### src/sv/tsfc_pkg.sv
// Shared constants and codes for the touch sample filter and calibrator.
package tsfc_pkg;

  // Samples per group and the trimmed-mean divisor
  localparam int SAMPLES = 5;
  localparam int DIV     = (SAMPLES > 2) ? (SAMPLES - 2) : 1;
  localparam int POS_W   = $clog2(SAMPLES);

  // Divide by DIV as multiply by a rounded-up reciprocal, exact for 16-bit numerators
  localparam int QSHIFT  = 16 + $clog2(DIV);
  localparam int RECIP_W = QSHIFT + 1;
  localparam longint unsigned RECIP_L = ((64'd1 << QSHIFT) + DIV - 1) / DIV;
  localparam logic [RECIP_W-1:0] RECIP = RECIP_L[RECIP_W-1:0];
  localparam int PROD_W  = 16 + RECIP_W;

  // Field widths
  localparam int SAMPLE_W = 12;
  localparam int SUM_W    = 16;
  localparam int COORD_W  = 16;
  localparam int GAIN_W   = 18;
  localparam int OFF_W    = 16;
  localparam int CFG_W    = 18;
  localparam int CFG_IDX_W = 3;
  localparam int FRAC_W   = 14;

  // Input kinds
  localparam logic [1:0] KIND_SAMPLE = 2'd0;
  localparam logic [1:0] KIND_PEN_UP = 2'd1;
  localparam logic [1:0] KIND_ACK    = 2'd2;

  // Group order within one scan
  localparam logic [1:0] GRP_X1 = 2'd0;
  localparam logic [1:0] GRP_Y1 = 2'd1;
  localparam logic [1:0] GRP_X2 = 2'd2;
  localparam logic [1:0] GRP_Y2 = 2'd3;

  // Register indexes
  localparam logic [CFG_IDX_W-1:0] CFG_RAW_MODE  = 3'd0;
  localparam logic [CFG_IDX_W-1:0] CFG_TOLERANCE = 3'd1;
  localparam logic [CFG_IDX_W-1:0] CFG_X_GAIN    = 3'd2;
  localparam logic [CFG_IDX_W-1:0] CFG_Y_GAIN    = 3'd3;
  localparam logic [CFG_IDX_W-1:0] CFG_X_OFFSET  = 3'd4;
  localparam logic [CFG_IDX_W-1:0] CFG_Y_OFFSET  = 3'd5;

  localparam logic [SAMPLE_W-1:0] TOL_RESET  = 12'd50;
  localparam logic [SAMPLE_W-1:0] SAMPLE_MAX = 12'hFFF;
  localparam logic [COORD_W-1:0]  COORD_MAX  = 16'hFFFF;

endpackage

### src/sv/tsfc_scale.sv
// Gain and offset calibration of one axis: registered multiply, then add and clamp.
module tsfc_scale (
  input  logic                              clk,
  input  logic                              en,
  input  logic [tsfc_pkg::SAMPLE_W-1:0]     raw,
  input  logic signed [tsfc_pkg::GAIN_W-1:0] gain,
  input  logic signed [tsfc_pkg::OFF_W-1:0]  offset,
  output logic [tsfc_pkg::COORD_W-1:0]      coord
);
  import tsfc_pkg::*;

  localparam int P_W = GAIN_W + SAMPLE_W + 1;
  localparam int V_W = P_W + 1;

  logic signed [P_W-1:0] prod_r;
  logic signed [V_W-1:0] v;
  logic signed [V_W-1:0] off_scaled;

  // Product of gain and the unsigned raw value
  always_ff @(posedge clk) begin
    if (en) begin
      prod_r <= P_W'(gain) * P_W'($signed({1'b0, raw}));
    end
  end

  // Add offset in Q.14, drop fraction, clamp to 0..65535
  assign off_scaled = V_W'(offset) <<< FRAC_W;
  assign v = V_W'(prod_r) + off_scaled;

  always_comb begin
    if (v[V_W-1]) begin
      coord = '0;
    end else if (|v[V_W-2:FRAC_W+COORD_W]) begin
      coord = COORD_MAX;
    end else begin
      coord = v[FRAC_W+COORD_W-1:FRAC_W];
    end
  end

endmodule

### src/sv/touch_sample_filter_calibrator.sv
// Top level: touch sample trimmed-mean filter, agreement check, calibration, press tracking.
//
// Usage: items enter on the in_ channel (in_valid/in_stall) as a kind and a 12-bit
// sample. Pen-down samples come in groups of SAMPLES: X, Y, X, Y. Each sample updates a
// running sum, min and max in the cycle it is accepted; one beat per cycle unless stalled.
// The last sample of the fourth group, a pen-up beat and an acknowledge beat each give
// one result beat on the out_ channel (out_valid/out_stall); other samples give none.
// After acceptance a beat moves through registered steps in order: numerator subtract,
// reciprocal multiply for the divide, agreement compare and average, gain multiply,
// then offset add, clamp and press-flag update into the output register. Throughput is one
// beat per cycle while the receiver does not stall; each stage has its own valid bit and
// moves when the stage after it is empty or moving, so bubbles are squeezed out.
// When the receiver stalls, the output beat holds and the pipe fills; in_stall rises only
// once no stage can move. Reset (rst_n low, synchronous) empties the pipe, clears the
// scan, sets tolerance to 50, gains and offsets to 0 and clears coordinates and flags.
// The user must write the cfg_ port registers while idle; the block does not enforce it.
module touch_sample_filter_calibrator (
  input  logic                              clk,
  input  logic                              rst_n,
  // configuration
  input  logic                              cfg_we,
  input  logic [tsfc_pkg::CFG_IDX_W-1:0]    cfg_index,
  input  logic [tsfc_pkg::CFG_W-1:0]        cfg_wdata,
  // input channel
  input  logic                              in_valid,
  output logic                              in_stall,
  input  logic [1:0]                        in_kind,
  input  logic [tsfc_pkg::SAMPLE_W-1:0]     in_sample,
  // result channel
  output logic                              out_valid,
  input  logic                              out_stall,
  output logic [tsfc_pkg::COORD_W-1:0]      out_coord_x,
  output logic [tsfc_pkg::COORD_W-1:0]      out_coord_y,
  output logic                              out_pressed,
  output logic                              out_new_press,
  output logic [tsfc_pkg::COORD_W-1:0]      out_press_start_x,
  output logic [tsfc_pkg::COORD_W-1:0]      out_press_start_y,
  output logic                              out_read_ok
);
  import tsfc_pkg::*;

  // Configuration registers
  logic                       raw_mode_r;
  logic [SAMPLE_W-1:0]        tolerance_r;
  logic signed [GAIN_W-1:0]   x_gain_r, y_gain_r;
  logic signed [OFF_W-1:0]    x_offset_r, y_offset_r;

  always_ff @(posedge clk) begin
    if (!rst_n) begin
      raw_mode_r  <= 1'b0;
      tolerance_r <= TOL_RESET;
      x_gain_r    <= '0;
      y_gain_r    <= '0;
      x_offset_r  <= '0;
      y_offset_r  <= '0;
    end else if (cfg_we) begin
      case (cfg_index)
        CFG_RAW_MODE:  raw_mode_r  <= cfg_wdata[0];
        CFG_TOLERANCE: tolerance_r <= cfg_wdata[SAMPLE_W-1:0];
        CFG_X_GAIN:    x_gain_r    <= $signed(cfg_wdata[GAIN_W-1:0]);
        CFG_Y_GAIN:    y_gain_r    <= $signed(cfg_wdata[GAIN_W-1:0]);
        CFG_X_OFFSET:  x_offset_r  <= $signed(cfg_wdata[OFF_W-1:0]);
        CFG_Y_OFFSET:  y_offset_r  <= $signed(cfg_wdata[OFF_W-1:0]);
        default: ;
      endcase
    end
  end

  // Stage registers
  logic                 s1_v_r, s2_v_r, s3_v_r, s4_v_r, s5_v_r, out_v_r;
  logic [1:0]           s1_kind_r, s2_kind_r, s3_kind_r, s4_kind_r, s5_kind_r;
  logic [1:0]           s1_grp_r, s2_grp_r;
  logic [SUM_W-1:0]     s1_sum_r;
  logic [SAMPLE_W-1:0]  s1_min_r, s1_max_r;
  logic [SUM_W-1:0]     s2_num_r;
  logic [SAMPLE_W-1:0]  s3_mean_r;
  logic                 s4_ok_r, s5_ok_r;
  logic [SAMPLE_W-1:0]  s4_rx_r, s4_ry_r, s5_rx_r, s5_ry_r;

  // Handshake: a stage moves when the next one is empty or moving
  logic rdy1, rdy2, rdy3, rdy4, rdy5, rdy6, acc;

  assign rdy6 = !out_v_r || !out_stall;
  assign rdy5 = !s5_v_r || rdy6;
  assign rdy4 = !s4_v_r || rdy5;
  assign rdy3 = !s3_v_r || rdy4;
  assign rdy2 = !s2_v_r || rdy3;
  assign rdy1 = !s1_v_r || rdy2;
  assign in_stall = !rdy1;
  assign acc = in_valid && rdy1;

  // Scan position and group accumulators
  logic [POS_W-1:0]    pos_r;
  logic [1:0]          grp_r;
  logic [SUM_W-1:0]    group_sum_r, sum_nxt;
  logic [SAMPLE_W-1:0] group_min_r, group_max_r, min_nxt, max_nxt;
  logic                pos_last;

  assign sum_nxt  = group_sum_r + SUM_W'(in_sample);
  assign min_nxt  = (in_sample < group_min_r) ? in_sample : group_min_r;
  assign max_nxt  = (in_sample > group_max_r) ? in_sample : group_max_r;
  assign pos_last = (pos_r == POS_W'(SAMPLES - 1));

  always_ff @(posedge clk) begin
    if (!rst_n) begin
      pos_r       <= '0;
      grp_r       <= GRP_X1;
      group_sum_r <= '0;
      group_min_r <= SAMPLE_MAX;
      group_max_r <= '0;
    end else if (acc) begin
      if (in_kind == KIND_PEN_UP) begin
        pos_r       <= '0;
        grp_r       <= GRP_X1;
        group_sum_r <= '0;
        group_min_r <= SAMPLE_MAX;
        group_max_r <= '0;
      end else if (in_kind == KIND_SAMPLE) begin
        if (pos_last) begin
          pos_r       <= '0;
          grp_r       <= grp_r + 2'd1;
          group_sum_r <= '0;
          group_min_r <= SAMPLE_MAX;
          group_max_r <= '0;
        end else begin
          pos_r       <= pos_r + POS_W'(1);
          group_sum_r <= sum_nxt;
          group_min_r <= min_nxt;
          group_max_r <= max_nxt;
        end
      end
    end
  end

  // Stage 1: snapshot of a finished group, or a pen-up / acknowledge beat
  always_ff @(posedge clk) begin
    if (!rst_n) begin
      s1_v_r <= 1'b0;
    end else if (rdy1) begin
      s1_v_r <= acc && ((in_kind == KIND_PEN_UP) || (in_kind == KIND_ACK) ||
                        ((in_kind == KIND_SAMPLE) && pos_last));
    end
  end

  always_ff @(posedge clk) begin
    if (rdy1) begin
      s1_kind_r <= in_kind;
      s1_grp_r  <= grp_r;
      s1_sum_r  <= sum_nxt;
      s1_min_r  <= min_nxt;
      s1_max_r  <= max_nxt;
    end
  end

  // Stage 2: trimmed numerator
  always_ff @(posedge clk) begin
    if (!rst_n) begin
      s2_v_r <= 1'b0;
    end else if (rdy2) begin
      s2_v_r <= s1_v_r;
    end
  end

  always_ff @(posedge clk) begin
    if (rdy2) begin
      s2_kind_r <= s1_kind_r;
      s2_grp_r  <= s1_grp_r;
      s2_num_r  <= s1_sum_r - SUM_W'(s1_min_r) - SUM_W'(s1_max_r);
    end
  end

  // Stage 3: divide by reciprocal multiply; first three means are stored here
  logic [PROD_W-1:0]   quot_prod;
  logic [SAMPLE_W-1:0] mean;
  logic [SAMPLE_W-1:0] first_x_mean_r, first_y_mean_r, second_x_mean_r;
  logic                s2_is_grp;

  assign quot_prod = PROD_W'(s2_num_r) * PROD_W'(RECIP);
  assign mean      = quot_prod[QSHIFT +: SAMPLE_W];
  assign s2_is_grp = (s2_kind_r == KIND_SAMPLE);

  always_ff @(posedge clk) begin
    if (!rst_n) begin
      s3_v_r          <= 1'b0;
      first_x_mean_r  <= '0;
      first_y_mean_r  <= '0;
      second_x_mean_r <= '0;
    end else if (rdy3) begin
      s3_v_r <= s2_v_r && (!s2_is_grp || (s2_grp_r == GRP_Y2));
      if (s2_v_r && s2_is_grp) begin
        case (s2_grp_r)
          GRP_X1:  first_x_mean_r  <= mean;
          GRP_Y1:  first_y_mean_r  <= mean;
          GRP_X2:  second_x_mean_r <= mean;
          default: ;
        endcase
      end
    end
  end

  always_ff @(posedge clk) begin
    if (rdy3) begin
      s3_kind_r <= s2_kind_r;
      s3_mean_r <= mean;
    end
  end

  // Stage 4: agreement check and pair average
  logic [SAMPLE_W-1:0] dx, dy;
  logic [SAMPLE_W:0]   sx, sy;
  logic                agree;

  assign dx = (first_x_mean_r > second_x_mean_r) ? (first_x_mean_r - second_x_mean_r)
                                                 : (second_x_mean_r - first_x_mean_r);
  assign dy = (first_y_mean_r > s3_mean_r) ? (first_y_mean_r - s3_mean_r)
                                           : (s3_mean_r - first_y_mean_r);
  assign sx = {1'b0, first_x_mean_r} + {1'b0, second_x_mean_r};
  assign sy = {1'b0, first_y_mean_r} + {1'b0, s3_mean_r};
  assign agree = (dx < tolerance_r) && (dy < tolerance_r);

  always_ff @(posedge clk) begin
    if (!rst_n) begin
      s4_v_r <= 1'b0;
    end else if (rdy4) begin
      s4_v_r <= s3_v_r;
    end
  end

  always_ff @(posedge clk) begin
    if (rdy4) begin
      s4_kind_r <= s3_kind_r;
      s4_ok_r   <= (s3_kind_r == KIND_SAMPLE) && agree;
      s4_rx_r   <= sx[SAMPLE_W:1];
      s4_ry_r   <= sy[SAMPLE_W:1];
    end
  end

  // Stage 5: gain multiply (product registers sit in the scale units)
  logic [COORD_W-1:0] cal_x, cal_y;

  tsfc_scale u_scale_x (
    .clk    (clk),
    .en     (rdy5),
    .raw    (s4_rx_r),
    .gain   (x_gain_r),
    .offset (x_offset_r),
    .coord  (cal_x)
  );

  tsfc_scale u_scale_y (
    .clk    (clk),
    .en     (rdy5),
    .raw    (s4_ry_r),
    .gain   (y_gain_r),
    .offset (y_offset_r),
    .coord  (cal_y)
  );

  always_ff @(posedge clk) begin
    if (!rst_n) begin
      s5_v_r <= 1'b0;
    end else if (rdy5) begin
      s5_v_r <= s4_v_r;
    end
  end

  always_ff @(posedge clk) begin
    if (rdy5) begin
      s5_kind_r <= s4_kind_r;
      s5_ok_r   <= s4_ok_r;
      s5_rx_r   <= s4_rx_r;
      s5_ry_r   <= s4_ry_r;
    end
  end

  // Output stage: coordinate and press state doubles as the result register
  logic [COORD_W-1:0] coord_x_r, coord_y_r, start_x_r, start_y_r;
  logic [COORD_W-1:0] new_x, new_y, upd_x, upd_y;
  logic               pressed_r, new_press_r, read_ok_r;

  assign new_x = raw_mode_r ? COORD_W'(s5_rx_r) : cal_x;
  assign new_y = raw_mode_r ? COORD_W'(s5_ry_r) : cal_y;
  assign upd_x = s5_ok_r ? new_x : coord_x_r;
  assign upd_y = s5_ok_r ? new_y : coord_y_r;

  always_ff @(posedge clk) begin
    if (!rst_n) begin
      out_v_r     <= 1'b0;
      coord_x_r   <= '0;
      coord_y_r   <= '0;
      start_x_r   <= '0;
      start_y_r   <= '0;
      pressed_r   <= 1'b0;
      new_press_r <= 1'b0;
      read_ok_r   <= 1'b0;
    end else if (rdy6) begin
      out_v_r <= s5_v_r;
      if (s5_v_r) begin
        case (s5_kind_r)
          KIND_PEN_UP: begin
            coord_x_r   <= COORD_MAX;
            coord_y_r   <= COORD_MAX;
            pressed_r   <= 1'b0;
            new_press_r <= 1'b0;
            read_ok_r   <= 1'b0;
          end
          KIND_ACK: begin
            new_press_r <= 1'b0;
            read_ok_r   <= 1'b0;
          end
          default: begin
            coord_x_r <= upd_x;
            coord_y_r <= upd_y;
            read_ok_r <= s5_ok_r;
            // first completed scan of a press records the start point
            if (!pressed_r) begin
              pressed_r   <= 1'b1;
              new_press_r <= 1'b1;
              start_x_r   <= upd_x;
              start_y_r   <= upd_y;
            end
          end
        endcase
      end
    end
  end

  assign out_valid         = out_v_r;
  assign out_coord_x       = coord_x_r;
  assign out_coord_y       = coord_y_r;
  assign out_pressed       = pressed_r;
  assign out_new_press     = new_press_r;
  assign out_press_start_x = start_x_r;
  assign out_press_start_y = start_y_r;
  assign out_read_ok       = read_ok_r;

endmodule

### config.mk
export PLATFORM = sky130hd
export DESIGN_NAME = touch_sample_filter_calibrator
export DESIGN_NICKNAME = d
export VERILOG_FILES = /design/src/sv/tsfc_pkg.sv /design/src/sv/tsfc_scale.sv /design/src/sv/touch_sample_filter_calibrator.sv
export SDC_FILE = /design/constraint.sdc
export NUM_CORES = 2
export LEC_CHECK = 0
export ABC_AREA = 0
export BUFFER_PORTS_ARGS = -buffer_cell sky130_fd_sc_hd__buf_2
export CORE_MARGIN = 4
export CORE_UTILIZATION = 33
export CTS_CLUSTER_DIAMETER = 30
export CTS_CLUSTER_SIZE = 25
export DETAILED_ROUTE_END_ITERATION = 16
export GPL_TIMING_DRIVEN = 0
export PLACE_DENSITY = 0.53
export SLEW_MARGIN = 20
export SYNTH_ARGS = -nofsm -noshare
export SYNTH_HDL_FRONTEND = slang
export SYNTH_SLANG_ARGS = --single-unit
### constraint.sdc
create_clock -name clk -period 6.8 [get_ports clk]
set_input_delay 0.34 -clock clk [delete_from_list [all_inputs] [get_ports clk]]
set_output_delay 0.34 -clock clk [all_outputs]
set_load 0.05 [all_outputs]
After elaboration in Yosys (flattened, before gate mapping)
Index checks and enable logic that the tools add are counted.

storage, ports and cells
  output and inout port bits = 69
  word-level logic and storage cells = 167
  register bits after elaboration = 429

operators by class
  multiplexer cells = 33
  equality and inequality tests = 14
  $add $sub $neg = 13
  multiply operators = 3
  order comparisons = 6
  bitwise logic cells = 3
  reduce and logical (&&, ||, !) cells = 48

operator list
  operator                count
  $mux 16                 11
  $mux 12                 10
  $add 31x30->32          2
  $pmux 16 s2             2
  $mul 18x13->31          2
  $sub 12x12->12          4
  $gt 12x12->1            3
  $lt 12x12->1            3
  $sub 16x12->16          2
  $mul 16x16->29 const B  1
  $add 12x12->13          2
  $reduce_and 3->1        6
  $add 16x12->16          1
  $reduce_and 2->1        8
  $eq 3x3->1 const B      3
  $logic_not 1->1         9
  $logic_or 1x1->1        9
  $mux 3                  3
  $eq 2x2->1 const B      4
  $logic_not 2->1         4
  $logic_and 1x1->1       7
  $eq 2x1->1 const B      3
  $eq 3x2->1 const B      2
  $mux 2                  3
  other kinds (11)        16

Longest topological paths before layout
  depth after elaboration = 9
  mapped depth = 22
  gate-level depth less buffers = 21

Modules after synthesis
Synthesis repeated with hierarchy kept, for this count alone.

unflattened totals
  cell total of the unflattened synthesis = 4585
  area, all modules = 42026.6 µm²

by module, submodules not included
  module                          area each (µm²)  times used  sequential area each (µm²)  cells each
  touch_sample_filter_calibrator  23710.2          1           8668.3                      2520
  tsfc_scale (u_scale_y)          9215.1           1           510.5                       1043
  tsfc_scale (u_scale_x)          9101.2           1           510.5                       1022

Worst setup path before layout
OpenSTA, ideal clock, no wires.

  path type = register -> register
  start point = register s4_rx_r[4]
  end point = register u_scale_x.prod_r[30], data pin
  cell stages (with the launch flop) = 22
  setup slack = 1181 ps
  clock period less this slack = 5619 ps
  required time = 6540 ps
  path buffers = 2
  arrival time = 5359 ps
  cells stage by stage = edfxtp_1 clkbuf_1 clkbuf_1 nand2_1 fa_1 fa_1 fa_1 inv_1 fa_1 inv_1 fa_1 inv_1 ha_1 nand3_1 o22ai_1 nor2_1 o311ai_1 a311oi_1 o21bai_1 a211o_1 a21oi_1 xnor2_1

on the way
  word-level cells in the longest chain between the ends = 1

ends and longest elaborated chain
  what                    line                                   RTL
  from (decl)             touch_sample_filter_calibrator.sv:78   logic [SAMPLE_W-1:0] s4_rx_r, s4_ry_r, s5_rx_r, s5_ry_r;
  from (signal assigned)  touch_sample_filter_calibrator.sv:233  s4_rx_r <= sx[SAMPLE_W:1];
  $mul 18x13->31          tsfc_scale.sv:22                       prod_r <= P_W'(gain) * P_W'($signed({1'b0, raw}));
  to (signal assigned)    tsfc_scale.sv:22
  to (decl)               tsfc_scale.sv:15                       logic signed [P_W-1:0] prod_r;

No other way between the ends.
A chain may end at the register's enable or synchronous reset.

Final worst setup path
  start point = register s4_ry_r[2]
  end point = register u_scale_y.prod_r[30], data pin

on the way
  word-level cells in the longest chain between the ends = 1

ends and longest elaborated chain
  what                    line                                   RTL
  from (decl)             touch_sample_filter_calibrator.sv:78
  from (signal assigned)  touch_sample_filter_calibrator.sv:234  s4_ry_r <= sy[SAMPLE_W:1];
  $mul 18x13->31          tsfc_scale.sv:22
  to (signal assigned)    tsfc_scale.sv:22
  to (decl)               tsfc_scale.sv:15

No other way between the ends.

==> run summary <==
Initial antenna violation count - 5
H-tree depth - 3
Req. time, crit path - 7.18 ns
Post-synth EDFFs - 166
Vias in the first global route - 31,000
Die Y - 359 µm
Worst r2r path cells - 19
Die area - 0.129 mm²
Synth Flop Type - dfxtp_1
FILL cells - 12,500
DR WL met3 - 5860 µm
Endpoints failing setup - 0
First-pass GRT wire length - 183,000 µm
Clk_skew - 0.0547 ns
Crit path max-delay family - adder cells
Site Rows - 128
Clk buf depth - 3
Final Max Tran Viols - 0
Crit path depth - 19
Final Cell Area - 0.0461 mm²
Post-synthesis sequential area ratio - 23.8%
Slew @ Worst Pin - 1.12 ns
Final design utilization - 37.8%
Setup CP Type - reg -> reg
Synthesized cell area - 0.0406 mm²
Wire per inst - 18.7 µm
CP max stage cell - edfxtp_1
Syn_area_per_cell - 9.34 µm²
Yosys reg bits - 401
Worst Path Arrival - 6.90 ns
DRC Markers - 0
Post-DP Area - 0.0433 mm²
Die width - 359 µm
# IOs - 109
Status - completed
Worst skew pair latency - 0.63 ns
Clk slew on worst S/H paths - 0.05 ns
Worst Path Buf+Inv - 3
Critical Path Fanout Max - 10
CP peak stage delay - 0.63 ns
Unique masters post-synth - 88
Metal1 wirelength - 52,900 µm
Detailed route wirelength on metal2 - 54,700 µm
Crit path cell chain - clkbuf_2 -> and2_1 -> fa_1 -> inv_1 -> fa_1 -> inv_1 -> fa_1 -> fa_1 -> fa_1 -> ha_1 -> o21ai_0 -> a21oi_1 -> o21ai_0 -> a21oi_1 -> a21oi_1 -> o211ai_1 -> a31o_2 -> a21oi_1 -> xnor2_1
TritonCTS clock tree - done
Final Cycle Share - 95.9%
DR iter-0 viols - 1,871
Grt ovf - 0
Top routing layer used - met4
NumNets Final - 5,508
Area Growth Syn to Fin - 13.4%
GRT Total Usage - 18.1%
Post-route ant nets - 0
Gate Count Post-Synth - 4,353
Port Buffers - 106
Largest net degree at the start of global routing - 35
Hold Crit Depth - 3
CP Launch Type - flip-flop
GP Congestion - 0.894
Routed wire length - 117,000 µm
Via density - 4.80
Core Region - 0.122 mm²
Fmax achieved - 153 MHz
Dpl hpwl - 95,500 µm
Via Count - 29,900
Crit-path most repeated cell - fa_1
DR pass1 iterations - 7
Rel. slew slack - 24.7%
Layout cell share with drive strength beyond 1 - 7.23%
CTS buffer count - 78
Worst hold path type - in -> reg
Share of flip-flops with an asynchronous set or reset - 0%
Post-synthesis net count - 5,318
Initial core utilization - 33.3%
Clk sinks - 401
Setup_tns - 0 ns
Number of max-cap violations - 0
Fin. Hold Viols - 0
Clock tree root driver cell - clkbuf_16
Crit path time final - 6.52 ns
Commonest non-fill, non-tap cells in the layout - 808 x inv_1, 527 x nand2_1, 496 x fa_1
Commonest non-fill, non-tap cell in the layout - inv_1
Crit end category - flip-flop
Synth warn - 0
==> through the flow <==
stage | worst slack, ns | instances | hold WS (ns)
3_3_place_gp | -0.456 | 6084 | 0.403
4_1_cts | 0.00834 | 6224 | 0.0401
2_1_floorplan | 1.18 | 4353 | 0.400
3_5_place_dp | -0.402 | 6086 | 0.406
5_1_grt | -0.000924 | 6231 | 0.0528
6_report | 0.277 | 6234 | 0.0717
==> state kept, by name, indices dropped and copies added (netlist names), 16 cells and up <==
name	cells
x_offset_r	16
s2_num_r	16
out_press_start_x	16
y_gain_r	18
y_offset_r	16
out_press_start_y	16
u_scale_y.prod_r	17
group_sum_r	16
x_gain_r	18
u_scale_x.prod_r	17
out_coord_x	16
s1_sum_r	16
out_coord_y	16
==> logic make-up after synthesis <==
logic type | Yosys count | share of synthesized area, %
AND/OR/NAND/NOR | 1088 | 12.7
buffers and inverters | 991 | 9.22
adder cells (fa/ha/maj) | 925 | 37.6
AO/OA/AOI/OAI | 755 | 12.2
flip-flops | 401 | 23.8
XOR/XNOR | 149 | 3.23
multiplexers | 44 | 1.18
==> worst reg2reg max path, delay by kind of cell, from the launching register on <==
kind            cells  cell delay, ns
fa+ha+maj           6            2.85
compound gates      8            1.75
flops               1            0.63
buf+inv             3            0.47
xor+xnor            1            0.34
simple gates        1            0.26
==> metal layers <==
layer	GRT usage, %	vias to the layer above
met1	24.4	14700
met2	30.0	639
met5	0	-
met3	3.07	143
met4	4.80	0
li1	-	14400
==> worst paths after layout <==
| kind | slack [ns] | to | startpoint |
|---|---|---|---|
| setup / recovery | 0.28 | u_scale_y.prod_r[30] | s4_ry_r[2] |
| hold / removal | 0.07 | x_gain_r[16] | cfg_wdata[16] |
| setup reg to reg | 0.28 | u_scale_y.prod_r[30] | s4_ry_r[2] |
| hold reg to reg | 0.42 | s2_grp_r[0] | s1_grp_r[0] |
==> synth_stat cells (4+ instances only) <==
library cell,number,area share [%]
inv_1,809,7.5
nand2_1,528,4.9
fa_1,496,24
ha_1,429,13
dfxtp_1,235,12
and2_1,213,3.3
clkbuf_1,168,1.6
a21oi_1,167,2.1
edfxtp_1,166,12
o21ai_0,137,1.7
nor2_1,106,0.98
a21boi_0,105,1.9
xnor2_1,105,2.3
a21o_1,53,0.98
nand3_1,53,0.65
a31oi_1,46,0.71
nor2b_1,45,0.69
xor2_1,43,0.93
nor3_1,40,0.49
o21ai_1,38,0.47
a22oi_1,37,0.68
mux2_2,28,0.78
o21bai_1,27,0.50
nand4_1,26,0.40
o21a_1,26,0.48
nand2b_1,22,0.34
o211ai_1,20,0.37
or3_1,16,0.25
mux2i_1,15,0.37
a211oi_1,13,0.24
and3_1,12,0.18
a222oi_1,10,0.25
buf_2,10,0.12
o31ai_1,9,0.17
or2_2,7,0.11
a211o_1,5,0.11
a2111oi_0,4,0.086
a21boi_1,4,0.074
o311ai_0,4,0.086
o31a_1,4,0.086
==> layout make-up <==
type / count / area, µm² / share of cell area, %
inverters: 809 / 3040 / 6.59
well taps: 1625 / 2030 / 4.41
diodes: 3 / 7.51 / 0.0163
plain buffers: 170 / 677 / 1.47
clock inverters: 43 / 551 / 1.19
flip-flops and latches: 401 / 9690 / 21.0
repair buffers: 122 / 686 / 1.49
clock buffers: 100 / 2160 / 4.68
multi-input cells: 2961 / 27300 / 59.1
==> what timing repair did <==
item | 4_1_cts | 5_1_grt
endpoints found under the setup margin | 12 | 17
pin swaps | 0 | 1
hold buffers | 4 | 0
hold endpoints to repair | 4 | 0
gates resized for setup | 3 | 18
cloned | 0 | 0
buffers inserted | 1 | 9
Power is left out: the tool's default activity adds up to more than one toggle a clock period on the data nets, which glitch-free logic cannot reach.
